[src/hdl/mlfq_pkg.sv]
// ----------------------------------------------------------------------------
// mlfq_pkg
// shared constants and types of the feedback scheduler
// ----------------------------------------------------------------------------
package mlfq_pkg;

  localparam int MAX_JOBS    = 16;
  localparam int NUM_LEVELS  = 4;
  localparam int SLOT_W      = $clog2(MAX_JOBS);
  localparam int LVL_W       = $clog2(NUM_LEVELS);
  localparam int CNT_W       = $clog2(MAX_JOBS + 1);
  localparam int DEPTH       = NUM_LEVELS * MAX_JOBS;
  localparam int ADDR_W      = $clog2(DEPTH);
  localparam int ID_W        = 4;
  localparam int WORK_W      = 16;
  localparam int ENTRY_W     = ID_W + WORK_W;

  localparam logic       REQ_ARRIVAL = 1'b0;
  localparam logic       REQ_TICK    = 1'b1;
  localparam logic [1:0] ST_ACCEPT   = 2'd0;
  localparam logic [1:0] ST_DROP     = 2'd1;
  localparam logic [1:0] ST_RAN      = 2'd2;
  localparam logic [1:0] ST_IDLE     = 2'd3;

  typedef struct packed {
    logic              req_type;
    logic [ID_W-1:0]   job_id;
    logic [WORK_W-1:0] service_demand;
  } in_item_t;

  typedef struct packed {
    logic [1:0]        status;
    logic [ID_W-1:0]   run_job;
    logic [1:0]        run_level;
    logic [WORK_W-1:0] remaining_work;
    logic              job_finished;
  } out_item_t;

endpackage

[src/hdl/mlfq_if.sv]
// ----------------------------------------------------------------------------
// mlfq_in_if / mlfq_out_if
// valid/ready channels of the scheduler
// ----------------------------------------------------------------------------
interface mlfq_in_if;
  logic              valid;
  logic              ready;
  mlfq_pkg::in_item_t data;
  modport source (output valid, output data, input ready);
  modport sink   (input valid, input data, output ready);
endinterface

interface mlfq_out_if;
  logic               valid;
  logic               ready;
  mlfq_pkg::out_item_t data;
  modport source (output valid, output data, input ready);
  modport sink   (input valid, input data, output ready);
endinterface

[src/hdl/multilevel_feedback_queue_scheduler.sv]
// ----------------------------------------------------------------------------
// multilevel_feedback_queue_scheduler
// four-level feedback scheduler with a one-tick quantum
// ----------------------------------------------------------------------------
// The back end handles each item in turn: it first updates the level
// counters and writes the store, then does the registered read of the chosen
// queue head out of the shared store memory, then forms the result. A two
// entry input queue takes the next item meanwhile; the back end takes no new
// item until it is through with the last one and the result can be taken.
module multilevel_feedback_queue_scheduler (
  input  logic clk,
  input  logic rst_n,
  mlfq_in_if.sink    in_ch,
  mlfq_out_if.source out_ch
);
  logic               q_valid, q_pop;
  mlfq_pkg::in_item_t q_data;

  mlfq_front u_front (
    .clk(clk), .rst_n(rst_n), .in_ch(in_ch),
    .q_valid(q_valid), .q_data(q_data), .q_pop(q_pop)
  );

  mlfq_back u_back (
    .clk(clk), .rst_n(rst_n), .q_valid(q_valid), .q_data(q_data),
    .q_pop(q_pop), .out_ch(out_ch)
  );
endmodule

[src/hdl/mlfq_ram.sv]
// ----------------------------------------------------------------------------
// mlfq_ram
// generic single-write ram with registered read
// ----------------------------------------------------------------------------
module mlfq_ram #(
  parameter int WIDTH = 8,
  parameter int DEPTH = 16
) (
  input  logic                     clk,
  input  logic                     we,
  input  logic [$clog2(DEPTH)-1:0] waddr,
  input  logic [WIDTH-1:0]         wdata,
  input  logic [$clog2(DEPTH)-1:0] raddr,
  output logic [WIDTH-1:0]         rdata
);
  logic [WIDTH-1:0] mem [DEPTH];

  always_ff @(posedge clk) begin
    if (we) begin
      mem[waddr] <= wdata;
    end
    rdata <= mem[raddr];
  end
endmodule

[src/hdl/mlfq_front.sv]
// ----------------------------------------------------------------------------
// mlfq_front
// input skid queue, two entries, decouples acceptance from execution
// ----------------------------------------------------------------------------
module mlfq_front (
  input  logic               clk,
  input  logic               rst_n,
  mlfq_in_if.sink            in_ch,
  output logic               q_valid,
  output mlfq_pkg::in_item_t q_data,
  input  logic               q_pop
);
  mlfq_pkg::in_item_t buf_r [2];
  logic       rd_r, rd_nxt, wr_r, wr_nxt;
  logic [1:0] cnt_r, cnt_nxt;
  logic       push;

  assign in_ch.ready = (cnt_r != 2'd2);
  assign push        = in_ch.valid && in_ch.ready;
  assign q_valid     = (cnt_r != 2'd0);
  assign q_data      = buf_r[rd_r];

  always_comb begin
    rd_nxt  = rd_r ^ q_pop;
    wr_nxt  = wr_r ^ push;
    cnt_nxt = cnt_r + {1'b0, push} - {1'b0, q_pop};
  end

  always_ff @(posedge clk) begin
    if (!rst_n) begin
      rd_r  <= 1'b0;
      wr_r  <= 1'b0;
      cnt_r <= 2'd0;
    end else begin
      rd_r  <= rd_nxt;
      wr_r  <= wr_nxt;
      cnt_r <= cnt_nxt;
    end
    if (push) begin
      buf_r[wr_r] <= in_ch.data;
    end
  end
endmodule

[src/hdl/mlfq_back.sv]
// ----------------------------------------------------------------------------
// mlfq_back
// level queues and tick execution, three-step sequencer per item
// ----------------------------------------------------------------------------
module mlfq_back (
  input  logic               clk,
  input  logic               rst_n,
  input  logic               q_valid,
  input  mlfq_pkg::in_item_t q_data,
  output logic               q_pop,
  mlfq_out_if.source         out_ch
);
  localparam logic [1:0] S_IDLE = 2'd0;
  localparam logic [1:0] S_READ = 2'd1;
  localparam logic [1:0] S_DONE = 2'd2;
  localparam int NL = mlfq_pkg::NUM_LEVELS;
  localparam int SW = mlfq_pkg::SLOT_W;
  localparam int LW = mlfq_pkg::LVL_W;
  localparam int CW = mlfq_pkg::CNT_W;
  localparam int WW = mlfq_pkg::WORK_W;

  logic [1:0]  state_r, state_nxt;
  logic [SW-1:0] head_r [NL];
  logic [CW-1:0] count_r [NL];
  logic [CW-1:0] cnt_after [NL];
  logic [CW-1:0] count_nxt [NL];
  logic [mlfq_pkg::ID_W-1:0] cur_job_r;
  logic [WW-1:0] cur_rem_r;
  logic [LW-1:0] cur_lvl_r, sel_r, tgt;
  logic          cur_valid_r, all_empty, found;
  logic [LW-1:0] sel;
  logic          we;
  logic [mlfq_pkg::ADDR_W-1:0] waddr, raddr;
  logic [mlfq_pkg::ENTRY_W-1:0] wdata, rdata;
  logic [LW-1:0] wlvl;
  logic          do_push;
  logic [WW-1:0] work;
  logic          ov_r;
  mlfq_pkg::out_item_t out_r;
  mlfq_pkg::out_item_t out_init;

  assign q_pop        = (state_r == S_IDLE) && q_valid && (!ov_r || out_ch.ready);
  assign out_ch.valid = ov_r;
  assign out_ch.data  = out_r;

  always_comb begin
    all_empty = 1'b1;
    for (int l = 0; l < NL; l++) begin
      if (count_r[l] != '0) all_empty = 1'b0;
    end
    if (cur_lvl_r == '0 && all_empty) tgt = '0;
    else if (cur_lvl_r == LW'(NL - 1)) tgt = cur_lvl_r;
    else tgt = cur_lvl_r + 1'b1;
    if (q_data.req_type == mlfq_pkg::REQ_ARRIVAL) begin
      wlvl    = '0;
      do_push = 1'b1;
      wdata   = {q_data.job_id, q_data.service_demand};
    end else begin
      wlvl    = tgt;
      do_push = cur_valid_r && (cur_rem_r != '0);
      wdata   = {cur_job_r, cur_rem_r};
    end
    if (count_r[wlvl] == CW'(mlfq_pkg::MAX_JOBS)) do_push = 1'b0;
    we    = q_pop && do_push;
    waddr = {wlvl, SW'(head_r[wlvl] + SW'(count_r[wlvl]))};
    for (int l = 0; l < NL; l++) begin
      cnt_after[l] = count_r[l] + CW'(we && wlvl == LW'(l));
    end
    found = 1'b0;
    sel   = '0;
    for (int l = NL - 1; l >= 0; l--) begin
      if (cnt_after[l] != '0) begin
        found = 1'b1;
        sel   = LW'(l);
      end
    end
    for (int l = 0; l < NL; l++) begin
      count_nxt[l] = cnt_after[l];
    end
    if (q_data.req_type == mlfq_pkg::REQ_TICK && found) begin
      count_nxt[sel] = cnt_after[sel] - 1'b1;
    end
    out_init        = '0;
    out_init.status = we ? mlfq_pkg::ST_ACCEPT : mlfq_pkg::ST_DROP;
    raddr = {sel_r, head_r[sel_r]};
    work  = (rdata[WW-1:0] != '0) ? rdata[WW-1:0] - 1'b1 : '0;
    state_nxt = state_r;
    case (state_r)
      S_IDLE: if (q_pop) state_nxt = S_READ;
      S_READ: state_nxt = S_DONE;
      S_DONE: state_nxt = S_IDLE;
      default: state_nxt = S_IDLE;
    endcase
  end

  mlfq_ram #(.WIDTH(mlfq_pkg::ENTRY_W), .DEPTH(mlfq_pkg::DEPTH)) u_store (
    .clk(clk), .we(we), .waddr(waddr), .wdata(wdata), .raddr(raddr), .rdata(rdata)
  );

  logic tick_r, hit_r;

  always_ff @(posedge clk) begin
    if (!rst_n) begin
      state_r     <= S_IDLE;
      ov_r        <= 1'b0;
      cur_valid_r <= 1'b0;
      cur_job_r   <= '0;
      cur_rem_r   <= '0;
      cur_lvl_r   <= '0;
      for (int l = 0; l < NL; l++) begin
        head_r[l]  <= '0;
        count_r[l] <= '0;
      end
    end else begin
      state_r <= state_nxt;
      if (out_ch.valid && out_ch.ready) ov_r <= 1'b0;
      if (q_pop) begin
        for (int l = 0; l < NL; l++) count_r[l] <= count_nxt[l];
        tick_r <= (q_data.req_type == mlfq_pkg::REQ_TICK);
        hit_r  <= found;
        sel_r  <= sel;
        out_r  <= out_init;
        if (q_data.req_type == mlfq_pkg::REQ_TICK && !found) begin
          cur_valid_r <= 1'b0;
          cur_job_r   <= '0;
          cur_rem_r   <= '0;
          cur_lvl_r   <= '0;
        end
      end
      if (state_r == S_READ && tick_r && hit_r) begin
        head_r[sel_r] <= head_r[sel_r] + 1'b1;
      end
      if (state_r == S_DONE) begin
        ov_r <= 1'b1;
        if (tick_r) begin
          if (hit_r) begin
            cur_valid_r <= 1'b1;
            cur_job_r   <= rdata[mlfq_pkg::ENTRY_W-1:WW];
            cur_rem_r   <= work;
            cur_lvl_r   <= sel_r;
            out_r.status         <= mlfq_pkg::ST_RAN;
            out_r.run_job        <= rdata[mlfq_pkg::ENTRY_W-1:WW];
            out_r.run_level      <= 2'(sel_r);
            out_r.remaining_work <= work;
            out_r.job_finished   <= (work == '0);
          end else begin
            out_r.status <= mlfq_pkg::ST_IDLE;
          end
        end
      end
    end
  end
endmodule

[src/flat_wrapper.sv]
// flat-port wrapper written by rule: the top's interface ports become plain ports
module multilevel_feedback_queue_scheduler_flat 
  (clk, rst_n, in_ch_valid, in_ch_data, in_ch_ready, out_ch_valid, out_ch_data, out_ch_ready);
  mlfq_in_if in_ch_i ();
  mlfq_out_if out_ch_i ();
  input  logic clk;
  input  logic rst_n;
  input wire logic [$bits(in_ch_i.valid)-1:0] in_ch_valid;
  input wire logic [$bits(in_ch_i.data)-1:0] in_ch_data;
  output wire logic [$bits(in_ch_i.ready)-1:0] in_ch_ready;
  output wire logic [$bits(out_ch_i.valid)-1:0] out_ch_valid;
  output wire logic [$bits(out_ch_i.data)-1:0] out_ch_data;
  input wire logic [$bits(out_ch_i.ready)-1:0] out_ch_ready;
  assign in_ch_i.valid = in_ch_valid;
  assign in_ch_i.data = in_ch_data;
  assign in_ch_ready = in_ch_i.ready;
  assign out_ch_valid = out_ch_i.valid;
  assign out_ch_data = out_ch_i.data;
  assign out_ch_i.ready = out_ch_ready;
  multilevel_feedback_queue_scheduler u_core (.clk(clk), .rst_n(rst_n), .in_ch(in_ch_i), .out_ch(out_ch_i));
endmodule
[config.mk]
export PLATFORM = sky130hd
export DESIGN_NAME = multilevel_feedback_queue_scheduler_flat
export DESIGN_NICKNAME = d
export VERILOG_FILES = /design/src/hdl/mlfq_pkg.sv /design/src/hdl/mlfq_if.sv /design/src/hdl/multilevel_feedback_queue_scheduler.sv /design/src/hdl/mlfq_ram.sv /design/src/hdl/mlfq_front.sv /design/src/hdl/mlfq_back.sv /design/src/flat_wrapper.sv
export SDC_FILE = /design/constraint.sdc
export NUM_CORES = 2
export LEC_CHECK = 0
export BUFFER_PORTS_ARGS = -buffer_cell sky130_fd_sc_hd__buf_2
export CORE_MARGIN = 3
export CORE_UTILIZATION = 55
export CTS_BUF_LIST = sky130_fd_sc_hd__clkbuf_4 sky130_fd_sc_hd__clkbuf_8 sky130_fd_sc_hd__clkbuf_16
export DETAILED_ROUTE_END_ITERATION = 10
export GPL_ROUTABILITY_DRIVEN = 0
export PLACE_DENSITY_LB_ADDON = 0.2
export SYNTH_ARGS = -nofsm -noshare
export SYNTH_HDL_FRONTEND = slang
export SYNTH_SLANG_ARGS = --single-unit
[constraint.sdc]
create_clock -name clk -period 4.8 [get_ports clk]
set_input_delay 0 -clock clk [delete_from_list [all_inputs] [get_ports clk]]
set_output_delay 0 -clock clk [all_outputs]
set_load 0.02 [all_outputs]
==> results.yml <==
setup_path:
  critPathMaxFanout: 4
  worst_setup_path_end_kind: "flop"
  critical_path.most_common_cell: "nand2_2"
  crit_family: "simple AND/OR/NAND/NOR gates"
  critPathCapture: "u_core.u_back.count_r[1][4]"
  critPathRequiredTime_ns: 5.27
  cp-startpoint: "u_core.u_back.count_r[0][2]"
  criticalPathCategory: "flop to flop"
  crit_arrival_ns: 5.20
  path_buf_inv: 2
  path_cells: "nor4_2 -> nand4_1 -> buf_4 -> o211ai_1 -> a21oi_2 -> o221ai_2 -> nand2_2 -> nor2_2 -> ha_2 -> ha_4 -> or4bb_4 -> o22ai_4 -> nand2_2 -> or4_4 -> a311oi_4 -> buf_6 -> mux2i_2 -> o31ai_2"
  cp_slowest_cell: "or4_4"
  reg2reg_depth: 18
  r2r-end: "u_core.u_back.count_r[1][4]"
  crit_cells: 18
  timing.rr.start: "u_core.u_back.count_r[0][2]"
  ff2ff_setup_slack_ns: 0.08
  start_kind: "flop"
  max_stage_delay_ns: 0.56
timing:
  tightest_slew_ns: 1.23
  setup_viol: 0
  rsz0062_at_grt: "yes"
  layout_min_cycle_time_ns: 4.72
  fin_crit_sh: 0.984
  fmaxAchievable_mhz: 212
  finClkSkew_ns: 0.0333
  slew_violations: 0
  slew-limit-headroom: 0.179
  hold_viol_final: 0
pwr:
  pwr-share-seq: 0.402
  total_power_mw: 38.9
  p_per_area_nw_per_um2: 573
  p_int_mw: 25.4
  clkPwrFrac: 0.282
  ir_worst_vdd_mv: 0.353
  p_sw_frac: 0.348
  p_comb_frac: 0.316
  power_switching_mw: 13.5
  p_leak_nw: 22.4
clocking:
  clockBufferDepth: 3
  htreeDepth: 4
  cts_root_buf: "clkbuf_16"
  clkTransAtPathRegs_ns: 0.05
  worstSkewPairLatency_ns: 0.76
  cts_buffers: 146
  cts_tree: "yes"
  cts_sinks: 1440
grt:
  antenna_found_initial: 2
  gr-total-overflow: 0
  grt_usage: 0.271
  grt_first_pass_wirelength_um: 224000
  grt_max_degree: 200
  grt_pass1_vias: 35300
floorplan:
  die_h_um: 332
  io_pins: 52
  die_x_um: 332
  rows: 119
  start_util: 0.555
  die-area_um2: 110000
  core_area_um2: 105000
final_layout:
  final_cell_mix: "1,387 x edfxtp_1, 706 x nand2_1, 331 x a211oi_1"
  layout.nets: 4363
  syn2layout_area_growth_pct: 15.9
  fillCellCount: 7440
  fin_area_um2: 67800
  drive_above_1_share: 0.161
  final_common_cell: "edfxtp_1"
place:
  port_buffers: 51
  dp_hpwl_um: 88300
  dpl_cell_area_um2: 62500
route:
  drt-total-wl_um: 153000
  viasPerCell: 6.33
  drt-wirelength-per-cell_um: 26.2
  drt_first_pass_iters: 5
  dr_total_vias: 36900
  antenna_left: 0
  drc: 0
  drtIter0Drc: 4401
synth:
  yosys_most_used_dff: "edfxtp_1"
  synth.avg_cell_area_um2: 14.3
  syn_area_um2: 58500
  yosysWarnings: 0
  synth_edf_count: 1387
  async_flop_share: 0
  ys_types: 75
  synth_nets: 4151
  syn_inst: 4107
  ys_ff_latch: 1440
  yosysSeqAreaShare: 0.730
job:
  drv_cap: 0
status:
  status: "complete, no violations"
hold_path:
  hold_depth: 2
  hp-class: "primary input to flop"
==> logic make-up (layout without fill, tap and decap cells) <==
logic type | Yosys count | count (layout) | synth area share
AO/OA/AOI/OAI | 868 | 868 | 0.118
flip-flops | 1440 | 1440 | 0.730
adder cells (fa/ha/maj) | 19 | 19 | 0.00419
AND/OR/NAND/NOR | 1369 | 1369 | 0.112
XOR/XNOR | 35 | 35 | 0.00571
buffers and inverters | 328 | 655 | 0.0217
other | 0 | 2 | 0
multiplexers | 48 | 48 | 0.00904
==> flip-flops by register name, summed over array words and instances, names as in the netlist, 2 cells and up, named ones only <==
name,cells
u_core.u_back.cur_lvl_r,2
u_core.u_back.count_r,20
u_core.u_back.cur_rem_r,16
u_core.u_back.u_store.mem,1280
u_core.u_back.sel_r,2
u_core.u_back.out_ch.data,25
u_core.u_back.head_r,16
u_core.u_front.cnt_r,2
u_core.u_back.state_r,2
u_core.u_back.u_store.rdata,20
u_core.u_front.buf_r,42
u_core.u_back.cur_job_r,4
==> power by group through the flow <==
stage / combinational [mW] / sequential (mW) / clock [mW]
global placement: 11.7 / 15.8 / 0
global route: 13.1 / 15.7 / 11.6
detailed placement: 11.9 / 15.9 / 0
floorplan: 6.81 / 16.0 / 0
CTS: 12.0 / 15.6 / 11.1
finish: 12.3 / 15.6 / 11.0
==> how the worst min path moves through the flow <==
stage	from	to
after floorplan	in_ch_data[0]	u_core.u_front.buf_r[0][0]
after global placement	in_ch_data[15]	u_core.u_front.buf_r[0][15]
after detailed placement	in_ch_data[17]	u_core.u_front.buf_r[1][17]
after CTS	in_ch_data[5]	u_core.u_front.buf_r[1][5]
after global routing	in_ch_data[2]	u_core.u_front.buf_r[1][2]
final	in_ch_data[2]	u_core.u_front.buf_r[1][2]
==> layout make-up <==
| class | instances | area, µm² | share of cell area |
|---|---|---|---|
| repair buffers | 369 | 3290 | 0.0485 |
| multi-input cells | 2339 | 15300 | 0.226 |
| diodes | 2 | 5.00 | 0.0000738 |
| well taps | 1391 | 1740 | 0.0257 |
| flip-flops and latches | 1440 | 42700 | 0.630 |
| clock buffers | 185 | 4040 | 0.0595 |
| inverters | 23 | 93.8 | 0.00138 |
| clock inverters | 78 | 611 | 0.00900 |
==> synthesized netlist by cell type, drive strengths merged (10+ instances only) <==
library cell  count  area (µm²)
and2            331        2070
a21o             20         150
a311oi          322        2840
mux2i            36         360
a211oi          333        2510
nand3            37         185
nor2b            30         188
nor4             83         571
nor2            108         405
dfxtp            53        1060
nor3             15        75.1
o21ai            35         175
ha               18         225
edfxtp         1387       41600
a21oi            35         175
or3              10        62.6
xor2             15         131
nand4            12        75.1
nand2           710        2670
clkbuf          269        1010
buf              36         175
o41ai            40         350
xnor2            18         158
inv              21        78.8
o22a             21         184
==> metrics by stage <==
stage / std cells / TNS (ns) / util / hold slack, ns / worst slack [ns]
CTS: 5820 / 0 / 0.642 / 0.00436 / 0.00108
floorplan: 4107 / -116.26 / - / 0.0989 / -0.493
global placement: 5512 / -0.0419 / 0.593 / 0.190 / -0.0180
finish: 5827 / 0 / 0.643 / 0.0530 / 0.0752
global route: 5825 / -0.559 / 0.643 / 0.0306 / -0.115
detailed placement: 5512 / -0.359 / 0.593 / 0.192 / -0.0948
==> worst register-to-register path, cell delays in order (launching register included) <==
cell and delay (ns):
edfxtp_1 0.40, nor4_2 0.34, nand4_1 0.17, buf_4 0.17, o211ai_1 0.20, a21oi_2 0.11
o221ai_2 0.21, nand2_2 0.15, nor2_2 0.12, ha_2 0.21, ha_4 0.21, or4bb_4 0.55
o22ai_4 0.21, nand2_2 0.10, or4_4 0.56, a311oi_4 0.23, buf_6 0.17, mux2i_2 0.24
o31ai_2 0.10
==> what timing repair did <==
item                                    4_1_cts  5_1_grt
buffers inserted                              3        5
endpoints found under the setup margin        9      463
hold buffers                                 42        0
gates resized for setup                       6       34
pin swaps                                     7       19
hold endpoints to repair                     97        0
==> routing by layer <==
| metal | GRT usage | vias up | part of all wire |
|---|---|---|---|
| li1 | - | 16400 | - |
| met5 | 0 | - | 0 |
| met2 | 0.419 | 1660 | 0.46 |
| met4 | 0.117 | 0 | 0.044 |
| met3 | 0.0453 | 320 | 0.086 |
| met1 | 0.385 | 18500 | 0.41 |
(Power assumes the default switching activity.)
